File: config.mk
export PLATFORM = sky130hd
export DESIGN_NAME = maze_turn_decision_fsm
export DESIGN_NICKNAME = d
export VERILOG_FILES = /design/src/mtd_pkg.sv /design/src/maze_turn_decision_fsm.sv
export SDC_FILE = /design/constraint.sdc
export NUM_CORES = 1
export LEC_CHECK = 0
export ABC_AREA = 1
export BUFFER_PORTS_ARGS = -buffer_cell sky130_fd_sc_hd__buf_2
export CAP_MARGIN = 10
export CORE_MARGIN = 2
export CORE_UTILIZATION = 25
export DETAILED_ROUTE_END_ITERATION = 10
export SLEW_MARGIN = 20
export SYNTH_ARGS = -nofsm -noshare
export SYNTH_HDL_FRONTEND = slang
export SYNTH_SLANG_ARGS = --single-unit
File: constraint.sdc
create_clock -name i_clk -period 7.9 [get_ports i_clk]
set_input_delay 0 -clock i_clk [delete_from_list [all_inputs] [get_ports i_clk]]
set_output_delay 0 -clock i_clk [all_outputs]
set_load 0.1 [all_outputs]
File: src/mtd_pkg.sv
// maze turn decision package: mode and drive command types, register indexes
// and reset values shared by the decision logic
// no dependencies
package mtd_pkg;

    typedef enum logic [1:0] {
        MODE_FORWARD = 2'd0,
        MODE_FIRST   = 2'd1,
        MODE_SECOND  = 2'd2,
        MODE_ROUND   = 2'd3
    } t_mode;

    typedef enum logic [1:0] {
        CMD_STOP    = 2'd0,
        CMD_FORWARD = 2'd1,
        CMD_LEFT    = 2'd2
    } t_cmd;

    typedef logic [2:0]  t_cfg_idx;
    typedef logic [15:0] t_word;

    // register indexes on the configuration port
    localparam t_cfg_idx CFG_COLLIDE = 3'd0;
    localparam t_cfg_idx CFG_QUARTER = 3'd1;
    localparam t_cfg_idx CFG_HALF    = 3'd2;
    localparam t_cfg_idx CFG_PERIOD  = 3'd3;
    localparam t_cfg_idx CFG_WRAP    = 3'd4;

    // register reset values
    localparam t_word RST_COLLIDE = 16'd300;
    localparam t_word RST_QUARTER = 16'd500;
    localparam t_word RST_HALF    = 16'd1000;
    localparam t_word RST_PERIOD  = 16'd65535;
    localparam t_word RST_WRAP    = 16'd32767;

    // margin between the two looks, in mm
    localparam t_word LOOK_MARGIN = 16'h00FF;

    // wrap-corrected difference of two encoder readings, 17 bits
    function automatic logic [16:0] wheel_delta(
        input t_word now_cnt,
        input t_word before_cnt,
        input t_word period,
        input t_word wrap_thr
    );
        t_word       hi;
        t_word       lo;
        t_word       diff;
        logic [16:0] up;
        logic [16:0] res;
        hi   = (now_cnt > before_cnt) ? now_cnt : before_cnt;
        lo   = (now_cnt > before_cnt) ? before_cnt : now_cnt;
        diff = hi - lo;
        up   = {1'b0, lo} + {1'b0, period};
        if (diff > wrap_thr) begin
            res = (up > {1'b0, hi}) ? (up - {1'b0, hi}) : 17'd0;
        end else begin
            res = {1'b0, diff};
        end
        return res;
    endfunction

endpackage

File: src/maze_turn_decision_fsm.sv
// maze turn decision machine: forward run with obstacle window, two looks
// and an optional turn round, all in one registered pass per item
// depends on mtd_pkg
//
//  channel | handshake               | payload
//  --------+-------------------------+----------------------------------------------
//  in      | i_in_valid / o_in_ready | i_run_enable, i_distance_mm, i_left_count,
//          |                         | i_right_count
//  out     | o_out_valid/i_out_ready | o_drive_command, o_moving, o_mode
//  cfg     | i_cfg_we                | i_cfg_index, i_cfg_data
//
// one item per cycle unless stalled; the result shows the cycle after accept.
// the state registers are the result register, so the whole decision (encoder
// deltas, saturating sum, target compare) is combinational logic before them.
// o_in_ready is low only while a result waits and i_out_ready is low.
// synchronous active-low reset restores registers, state and history.
module maze_turn_decision_fsm #(
    parameter int HISTORY_DEPTH = 3
) (
    input  logic                 i_clk,
    input  logic                 i_rst_n,
    input  logic                 i_cfg_we,
    input  mtd_pkg::t_cfg_idx    i_cfg_index,
    input  mtd_pkg::t_word       i_cfg_data,
    input  logic                 i_in_valid,
    output logic                 o_in_ready,
    input  logic                 i_run_enable,
    input  logic [15:0]          i_distance_mm,
    input  logic [15:0]          i_left_count,
    input  logic [15:0]          i_right_count,
    output logic                 o_out_valid,
    input  logic                 i_out_ready,
    output logic [1:0]           o_drive_command,
    output logic                 o_moving,
    output logic [1:0]           o_mode
);
    import mtd_pkg::*;

    localparam int HIST_SLOTS = (HISTORY_DEPTH > 1) ? HISTORY_DEPTH - 1 : 1;

    // configuration registers
    t_word r_collide, r_quarter, r_half, r_period, r_wrap;

    // decision state
    t_mode       r_mode, n_mode;
    t_cmd        r_cmd, n_cmd;
    logic        r_moving, n_moving;
    t_word       r_hist [HIST_SLOTS];
    t_word       r_last_left, n_last_left;
    t_word       r_last_right, n_last_right;
    logic [31:0] r_pulse_sum, n_pulse_sum;
    logic        r_turn_half, n_turn_half;
    t_word       r_first_dist, n_first_dist;
    logic        r_base_valid, n_base_valid;
    logic        r_out_valid;
    logic        n_hist_shift;

    logic        accept;
    logic        all_near;
    logic [17:0] add_pulses;
    logic [32:0] sum_wide;
    logic [31:0] sum_sat;
    logic [16:0] target;
    logic        turn_done;
    logic        far_first;

    assign o_in_ready = !r_out_valid || i_out_ready;
    assign accept     = i_in_valid && o_in_ready;

    // configuration writes
    always_ff @(posedge i_clk) begin
        if (!i_rst_n) begin
            r_collide <= RST_COLLIDE;
            r_quarter <= RST_QUARTER;
            r_half    <= RST_HALF;
            r_period  <= RST_PERIOD;
            r_wrap    <= RST_WRAP;
        end else if (i_cfg_we) begin
            unique case (i_cfg_index)
                CFG_COLLIDE: r_collide <= i_cfg_data;
                CFG_QUARTER: r_quarter <= i_cfg_data;
                CFG_HALF:    r_half    <= i_cfg_data;
                CFG_PERIOD:  r_period  <= i_cfg_data;
                CFG_WRAP:    r_wrap    <= i_cfg_data;
                default: ;
            endcase
        end
    end

    // obstacle window: current sample and all older ones below threshold
    always_comb begin
        all_near = i_distance_mm < r_collide;
        for (int i = 0; i < HIST_SLOTS; i++) begin
            if (!((HISTORY_DEPTH == 1) || (r_hist[i] < r_collide))) begin
                all_near = 1'b0;
            end
        end
    end

    // turn progress: encoder deltas, saturating sum, target compare
    always_comb begin
        add_pulses = {1'b0, wheel_delta(i_left_count, r_last_left, r_period, r_wrap)}
                   + {1'b0, wheel_delta(i_right_count, r_last_right, r_period, r_wrap)};
        sum_wide   = {1'b0, r_pulse_sum} + {15'd0, add_pulses};
        sum_sat    = sum_wide[32] ? 32'hFFFF_FFFF : sum_wide[31:0];
        target     = {(r_turn_half ? r_half : r_quarter), 1'b0};
        turn_done  = sum_sat >= {15'd0, target};
        far_first  = {1'b0, r_first_dist} > ({1'b0, i_distance_mm} + {1'b0, LOOK_MARGIN});
    end

    // next state
    always_comb begin
        n_mode       = r_mode;
        n_cmd        = r_cmd;
        n_moving     = r_moving;
        n_last_left  = r_last_left;
        n_last_right = r_last_right;
        n_pulse_sum  = r_pulse_sum;
        n_turn_half  = r_turn_half;
        n_first_dist = r_first_dist;
        n_base_valid = r_base_valid;
        n_hist_shift = 1'b0;
        if (i_run_enable) begin
            if (r_moving) begin
                if (r_mode == MODE_FORWARD) begin
                    // forward run, watch the window
                    n_hist_shift = 1'b1;
                    if (all_near) begin
                        n_cmd    = CMD_STOP;
                        n_moving = 1'b0;
                    end else begin
                        n_cmd    = CMD_FORWARD;
                        n_moving = 1'b1;
                    end
                end else if (!r_base_valid) begin
                    // first tick of a turn only captures the baseline
                    n_last_left  = i_left_count;
                    n_last_right = i_right_count;
                    n_base_valid = 1'b1;
                end else begin
                    n_last_left  = i_left_count;
                    n_last_right = i_right_count;
                    n_pulse_sum  = sum_sat;
                    if (turn_done) begin
                        n_cmd    = CMD_STOP;
                        n_moving = 1'b0;
                    end
                end
            end else begin
                // manoeuvre finished: start the next one
                n_last_left  = '0;
                n_last_right = '0;
                n_pulse_sum  = '0;
                n_base_valid = 1'b0;
                n_moving     = 1'b1;
                unique case (r_mode)
                    MODE_FORWARD: begin
                        n_cmd       = CMD_LEFT;
                        n_mode      = MODE_FIRST;
                        n_turn_half = 1'b0;
                    end
                    MODE_FIRST: begin
                        n_cmd        = CMD_LEFT;
                        n_mode       = MODE_SECOND;
                        n_turn_half  = 1'b1;
                        n_first_dist = i_distance_mm;
                    end
                    MODE_SECOND: begin
                        if (far_first) begin
                            n_cmd       = CMD_LEFT;
                            n_mode      = MODE_ROUND;
                            n_turn_half = 1'b1;
                        end else begin
                            n_cmd  = CMD_FORWARD;
                            n_mode = MODE_FORWARD;
                        end
                    end
                    default: begin
                        n_cmd  = CMD_FORWARD;
                        n_mode = MODE_FORWARD;
                    end
                endcase
            end
        end
    end

    // state and result registers
    always_ff @(posedge i_clk) begin
        if (!i_rst_n) begin
            r_mode       <= MODE_FORWARD;
            r_cmd        <= CMD_STOP;
            r_moving     <= 1'b1;
            r_last_left  <= '0;
            r_last_right <= '0;
            r_pulse_sum  <= '0;
            r_turn_half  <= 1'b0;
            r_first_dist <= '0;
            r_base_valid <= 1'b0;
            r_out_valid  <= 1'b0;
            for (int i = 0; i < HIST_SLOTS; i++) begin
                r_hist[i] <= RST_COLLIDE;
            end
        end else begin
            if (accept) begin
                r_mode       <= n_mode;
                r_cmd        <= n_cmd;
                r_moving     <= n_moving;
                r_last_left  <= n_last_left;
                r_last_right <= n_last_right;
                r_pulse_sum  <= n_pulse_sum;
                r_turn_half  <= n_turn_half;
                r_first_dist <= n_first_dist;
                r_base_valid <= n_base_valid;
                if (n_hist_shift) begin
                    for (int i = 0; i < HIST_SLOTS - 1; i++) begin
                        r_hist[i] <= r_hist[i + 1];
                    end
                    r_hist[HIST_SLOTS - 1] <= i_distance_mm;
                end
            end
            if (accept) begin
                r_out_valid <= 1'b1;
            end else if (i_out_ready) begin
                r_out_valid <= 1'b0;
            end
        end
    end

    // outputs show the state after the last accepted item
    assign o_out_valid     = r_out_valid;
    assign o_drive_command = r_cmd;
    assign o_moving        = r_moving;
    assign o_mode          = r_mode;

    // a halted manoeuvre always drives stop
    a_stop_when_halted: assert property (@(posedge i_clk) disable iff (!i_rst_n)
        !r_moving |-> (r_cmd == CMD_STOP))
        else $error("halted but command is not stop");

    // any turning mode in progress drives left
    a_left_while_turning: assert property (@(posedge i_clk) disable iff (!i_rst_n)
        (r_moving && (r_mode != MODE_FORWARD)) |-> (r_cmd == CMD_LEFT))
        else $error("turn in progress without left command");

    // an item with run low leaves the state untouched
    a_hold_when_disabled: assert property (@(posedge i_clk) disable iff (!i_rst_n)
        (accept && !i_run_enable) |=>
            ($stable(r_mode) && $stable(r_pulse_sum) && $stable(r_moving)))
        else $error("state changed on a disabled item");

    // every accepted item yields a result on the next cycle
    a_result_follows: assert property (@(posedge i_clk) disable iff (!i_rst_n)
        accept |=> r_out_valid)
        else $error("accepted item left no result");

endmodule
## Word level (Yosys, flattened, before mapping)

Memory sizes are Yosys's and may differ from the RTL's.
Cells that the tools add are included.

- Add/sub/neg operators: 9
- $mul: 0
- Div/mod/pow operators: 0
- Magnitude comparators: 11
- Equal/unequal tests: 11
- Shift operators: 0
- Mux-type cells: 49
- Bitwise logic cells: 3
- Reductions and logical operators: 20

Operator list:

| operator | number |
|---|---|
| two-way mux 16 bit | 11 |
| two-way mux 32 bit | 4 |
| two-way mux 17 bit | 4 |
| greater-than comparator 16 bit | 4 |
| less-than comparator 16 bit | 3 |
| adder 16 x 16 -> 17 bit | 2 |
| greater-than comparator 17 x 16 -> 1 bit | 2 |
| subtractor 17 x 16 -> 17 bit | 2 |
| adder 32 x 18 -> 33 bit | 1 |
| greater-or-equal comparator 32 x 17 -> 1 bit | 1 |
| subtractor 16 bit | 2 |
| two-way mux 1 bit | 21 |
| adder 17 x 17 -> 18 bit | 1 |
| adder 16 x 8 -> 17 bit, second input constant | 1 |
| greater-than comparator 16 x 17 -> 1 bit | 1 |
| two-way mux 2 bit | 6 |
| AND reduction 2 bit | 6 |
| AND reduction 4 bit | 3 |
| equality test 3 x 2 -> 1 bit, second input constant | 2 |
| inequality test 3 x 1 -> 1 bit, second input constant | 2 |
| one-hot mux 2 bit (3 select lines) | 1 |
| AND reduction 3 bit | 2 |
| AND reduction 5 bit | 1 |
| inequality test 2 bit, second input constant | 2 |
| 17 further kinds | 18 |

- Flip-flop bits (word level): 168
- Latch bits: 0
- RAM bits: 32
- ROM bits: 0
- Input bits: 73
- Output and inout port bits: 7
- Logic and storage cells: 119
- Memories kept: 1

Memory list:

| name | words | width | rd ports | clocked after memory_dff | wr ports | RTL line | source |
|---|---|---|---|---|---|---|---|
| r_hist | 2 | 16 | 2 | 0 | 2 | maze_turn_decision_fsm.sv:48 | `t_word r_hist [HIST_SLOTS];` |

## Logic depth before layout (Yosys ltp)

- Depth after elaboration: 14
- Depth in mapped cells: 69
- Mapped depth without buffers: 66

## Worst setup path before layout

Ideal clock, no wire load.

- Path kind: reg2reg
- From: register r_last_right[10]
- To: register r_cmd[1] (netlist: o_drive_command[1])
- Setup time: 0.132 ns
- Data arrival time: 8.567 ns
- Path slack: -0.799 ns
- Stages on the path, launching flop included: 65
- Cells stage by stage: dfxtp_1 inv_1 ha_1 nand2_2 inv_1 nand2_1 a21oi_2 nor2_2 nand2_8 nand2_4 buf_12 nand2_1 nand2_1 ha_1 inv_1 fa_1 o21ai_0 nand2_1 [29 not listed] buf_2 inv_1 buf_2 or2_2 ha_1 nand2_1 nor2_1 nand2_1 nor4b_1 nand3b_1 nand3_1 nand3_1 nand3_1 nand2_1 nand2_1 nand2_1 nand2_1 a21oi_1

- Cells in the longest elaborated chain, start to end: 12

RTL lines:

| what | RTL line | source |
|---|---|---|
| from (decl) | maze_turn_decision_fsm.sv:50 | `t_word r_last_right, n_last_right;` |
| from (signal assigned) | maze_turn_decision_fsm.sv:209 | `r_last_right <= n_last_right;` |
| greater-than comparator 16 bit | mtd_pkg.sv:51, mtd_pkg.sv:52 |  |
| two-way mux 16 bit | mtd_pkg.sv:52 | `lo = (now_cnt > before_cnt) ? before_cnt : now_cnt;` |
| adder 16 x 16 -> 17 bit | mtd_pkg.sv:54 | `up = {1'b0, lo} + {1'b0, period};` |
| subtractor 17 x 16 -> 17 bit / greater-than comparator 17 x 16 -> 1 bit (equally long branches) | mtd_pkg.sv:56 | `res = (up > {1'b0, hi}) ? (up - {1'b0, hi}) : 17'd0;` |
| two-way mux 17 bit | mtd_pkg.sv:56 |  |
| two-way mux 17 bit (*) | mtd_pkg.sv:55 | `if (diff > wrap_thr) begin` |
| adder 17 x 17 -> 18 bit (*) | maze_turn_decision_fsm.sv:103 | `+ {1'b0, wheel_delta(i_right_count, r_last_right, r_period, r_wrap)};` |
| adder 32 x 18 -> 33 bit (*) | maze_turn_decision_fsm.sv:104 | `sum_wide = {1'b0, r_pulse_sum} + {15'd0, add_pulses};` |
| two-way mux 32 bit (*) | maze_turn_decision_fsm.sv:105 | `sum_sat = sum_wide[32] ? 32'hFFFF_FFFF : sum_wide[31:0];` |
| greater-or-equal comparator 32 x 17 -> 1 bit (*) | maze_turn_decision_fsm.sv:107 | `turn_done = sum_sat >= {15'd0, target};` |
| inequality test 3 x 1 -> 1 bit (no source line) (*) | -- |  |
| AND reduction 4 bit (no source line) (*) | -- |  |
| to (signal assigned) | maze_turn_decision_fsm.sv:206 | `r_cmd <= n_cmd;` |
| to (decl) | maze_turn_decision_fsm.sv:46 | `t_cmd r_cmd, n_cmd;` |

Every way passes the cells marked *; elsewhere a longest branch is shown, timed or not.
A chain may end at the register's enable or synchronous reset.

## Worst setup path in the final report

- From: register r_last_left[1]
- To: register r_cmd[1] (netlist: o_drive_command[1])

- Cells in the longest elaborated chain, start to end: 12

RTL lines:

| what | RTL line | source |
|---|---|---|
| from (decl) | maze_turn_decision_fsm.sv:49 | `t_word r_last_left, n_last_left;` |
| from (signal assigned) | maze_turn_decision_fsm.sv:208 | `r_last_left <= n_last_left;` |
| greater-than comparator 16 bit | mtd_pkg.sv:51, mtd_pkg.sv:52 |  |
| two-way mux 16 bit | mtd_pkg.sv:52 |  |
| adder 16 x 16 -> 17 bit | mtd_pkg.sv:54 |  |
| subtractor 17 x 16 -> 17 bit / greater-than comparator 17 x 16 -> 1 bit (equally long branches) | mtd_pkg.sv:56 |  |
| two-way mux 17 bit | mtd_pkg.sv:56 |  |
| two-way mux 17 bit (*) | mtd_pkg.sv:55 |  |
| adder 17 x 17 -> 18 bit (*) | maze_turn_decision_fsm.sv:103 |  |
| adder 32 x 18 -> 33 bit (*) | maze_turn_decision_fsm.sv:104 |  |
| two-way mux 32 bit (*) | maze_turn_decision_fsm.sv:105 |  |
| greater-or-equal comparator 32 x 17 -> 1 bit (*) | maze_turn_decision_fsm.sv:107 |  |
| inequality test 3 x 1 -> 1 bit (no source line) (*) | -- |  |
| AND reduction 4 bit (no source line) (*) | -- |  |

Marked as above.

==> impl_metrics.toml <==
[timing]
layout_min_cycle_time_ns = 8.12
slew_headroom_pct = 21.9
whs_ns = 0.0318
final_hold_viol_count = 0
tightestPinTransition_ns = 1.16
drv_slew = 0
timing.final.ws_setup_ns = -0.225
finalSetupTns_ns = -0.529
finClkSkew_ns = 0.0160
rsz0062_at_grt = "true"
period_share_pct = 103
finalSetupViolCount = 3
fmax_ghz = 0.123

[global_route]
antenna_found_initial = 0
grt_util_met3_pct = 2.32
grtUsageMet2_pct = 27.6
grt_first_pass_wirelength_um = 104000
gr-usage-all-layers_pct = 16.5
grt_pass1_vias = 20100
grt-ovfl-total = 0
top_usage_layer = "met2"
use_met1_pct = 22.2
grt_max_degree = 60

[route]
viasPerCell = 4.48
vias = 20700
drt_iter0_markers = 1277
final_antenna_net_count = 0
drc = 0
wl_per_cell_um = 14.0
wl_um = 64400
drt_pre_antenna_iters = 6

[logic_synthesis]
post-synth-top-count-cell = "nand2_1"
synth_commonest_cells = "nand2_1 (812), inv_1 (494), a21oi_1 (260), ha_1 (229), nor2_1 (210)"
syn-cell-area_mm2 = 0.0192
async_flop_share_pct = 0
syn_nets = 3306
synth_largest_area_cell = "dfxtp_1"
synth.top_cells.by_area = "dfxtp_1 (17%), nand2_1 (16%), ha_1 (15%)"
synth-seq-cells = 200
ys_seq_area_share_pct = 22.5
synth_edf_count = 32
synth_top_area_share_pct = 17.5
yosysUniqueCellTypes = 54
synth_ff_type = "dfxtp_1"
avgSynthCellArea_um2 = 6.46
ys_warn_count = 0
syn_inst = 2982

[floorplan]
die_h_um = 281
fp.dieW_um = 281
core_area_mm2 = 0.0761
die_area_mm2 = 0.0792
fp-row-count = 101
start_util_pct = 25.3
io_pins = 80

[finish]
fillers = 8222
multiInputGateArea_mm2 = 0.0140
area_growth_pct = 40.0
drive_gt1_share_pct = 25.1
antennaDiodeCount = 0
final_core_util_pct = 35.4
layout.nets = 3893
regArea_mm2 = 0.00435
final_area_mm2 = 0.0269

[critical_path]
cp_common_cell = "nand2_1"
critPathLaunchType = "flop"
endpoint_kind = "flop"
critPathKind = "reg2reg"
reg2reg_slack_ns = -0.22
r2r_start = "r_last_left[1]"
required_ns = 8.25
reg2reg_depth = 58
reg2reg_to = "o_drive_command[1]"
crit_path_top_delay_cell = "fa_1"
worst_ep_arrival_time_ns = 8.48
critical_path.max_fanout = 6
cpPeakStageDelay_ns = 0.41

[place]
postPlaceCellArea_mm2 = 0.0244
dp_hpwl_um = 51100
gp_congestion = 0.949
numPortBuffers = 79

[run]
drv_cap = 0

[power]
vdd_drop_max_mv = 0.229
p_per_area_mw_per_mm2 = 268
leakagePower_nw = 13.3
total_power_w = 0.00722

[hold_path]
hold_depth = 5
hold_class = "in2reg"
min_to = "r_quarter[7]"
worstHoldStart = "i_cfg_index[1]"

[clock_tree]
root_buffer = "clkbuf_16"
cts_tree = "done"
cts_made_buffers = 17
clkSinkCount = 200
clk_latency_ns = 0.49
clk_pin_slew_worst_paths_ns = 0.09
h-tree-depth = 4
clock_path_buffers = 2

[run_status]
violations = "negative setup slack"
status = "finished, violations left"
state kept, by name, indices dropped and copies added, names as in the netlist:
| register | cells |
|---|---|
| r_hist | 32 |
| r_pulse_sum | 32 |
| r_collide | 16 |
| r_first_dist | 16 |
| r_half | 16 |
| r_last_left | 16 |
| r_last_right | 16 |
| r_period | 16 |
| r_quarter | 16 |
| r_wrap | 16 |
| o_drive_command | 2 |
| o_mode | 2 |
| o_moving | 1 |
| o_out_valid | 1 |
| r_base_valid | 1 |
| r_turn_half | 1 |
metal layers:
| layer | vias to the layer above | routed length [um] |
|---|---|---|
| li1 | 10800 | - |
| met1 | 9443 | 31000 |
| met2 | 373 | 29500 |
| met3 | 54 | 2800 |
| met4 | 0 | 1170 |
| met5 | - | 0 |
worst max-delay path: cells and delay by family (launching register included):
kind	cells	cell delay, ns
simple gates	29	2.74
fa+ha+maj	8	2.36
compound gates	10	1.59
buf+inv	9	0.74
flops	1	0.34
xor+xnor	2	0.23
metrics by stage:
step,cells,worst slack [ns]
2_1_floorplan,2982,0.00853
3_3_place_gp,4465,-0.629
3_5_place_dp,4465,-0.694
4_1_cts,4599,-0.197
5_1_grt,4612,-0.852
6_report,4612,-0.225
layout by cell type, fill, tap and decap left out, types with 18 or more instances in the layout:
cell	n
a21oi_1	234
a21oi_2	26
buf_2	79
buf_4	477
dfxtp_1	150
dfxtp_2	18
dlygate4sd3_1	70
edfxtp_1	32
fa_1	18
ha_1	174
ha_4	53
inv_1	467
inv_2	34
nand2_1	765
nand2_2	55
nand3_1	188
nand4_1	28
nor2_1	198
nor3_1	22
o211ai_1	25
o21ai_0	111
o21ai_1	23
xnor2_1	23
xor2_1	63
power breakdown:
group	internal, W	switching (W)	total (W)
Clock	0.000418	0.000482	0.000900
Combinational	0.00255	0.00269	0.00524
Sequential	0.00106	0.0000192	0.00108
worst max path at each step:
stage / start / end / slack, ns / depth (start not counted)
after floorplan: r_last_left[12] / o_drive_command[1] / 0.009 / 61
after global placement: r_last_left[15] / o_drive_command[1] / -0.63 / 57
after detailed placement: r_last_left[15] / o_drive_command[1] / -0.69 / 57
after CTS: r_last_left[1] / o_drive_command[1] / -0.20 / 59
after global routing: r_last_left[1] / o_drive_command[1] / -0.85 / 60
final: r_last_left[1] / o_drive_command[1] / -0.22 / 58
final cells by class:
type                    instances  area share (%)
multi-input cells            2210            52.1
repair buffers                636            17.8
flip-flops and latches        200            16.1
clock inverters                13           0.492
clock buffers                  19            1.61
well taps                    1030            4.78
inverters                     504            7.06
timing repair:
action,in CTS,in global routing
pin swaps,78,53
setup buffers,30,13
gates resized for setup,150,71
hold buffers,70,0
endpoints found under the hold margin,145,0
setup endpoints to repair,3,5
cloned,2,0
logic make-up (layout without fill, tap and decap cells):
| family | count (synthesis) | count (layout) | synth area share, % |
|---|---|---|---|
| simple gates | 1362 | 1364 | 30.0 |
| buf+inv | 574 | 1172 | 11.6 |
| compound gates | 492 | 492 | 14.0 |
| fa+ha+maj | 251 | 251 | 17.2 |
| flops | 200 | 200 | 22.5 |
| xor+xnor | 88 | 88 | 4.00 |
| mux | 15 | 15 | 0.780 |
Power figures use the tool's default switching activity.
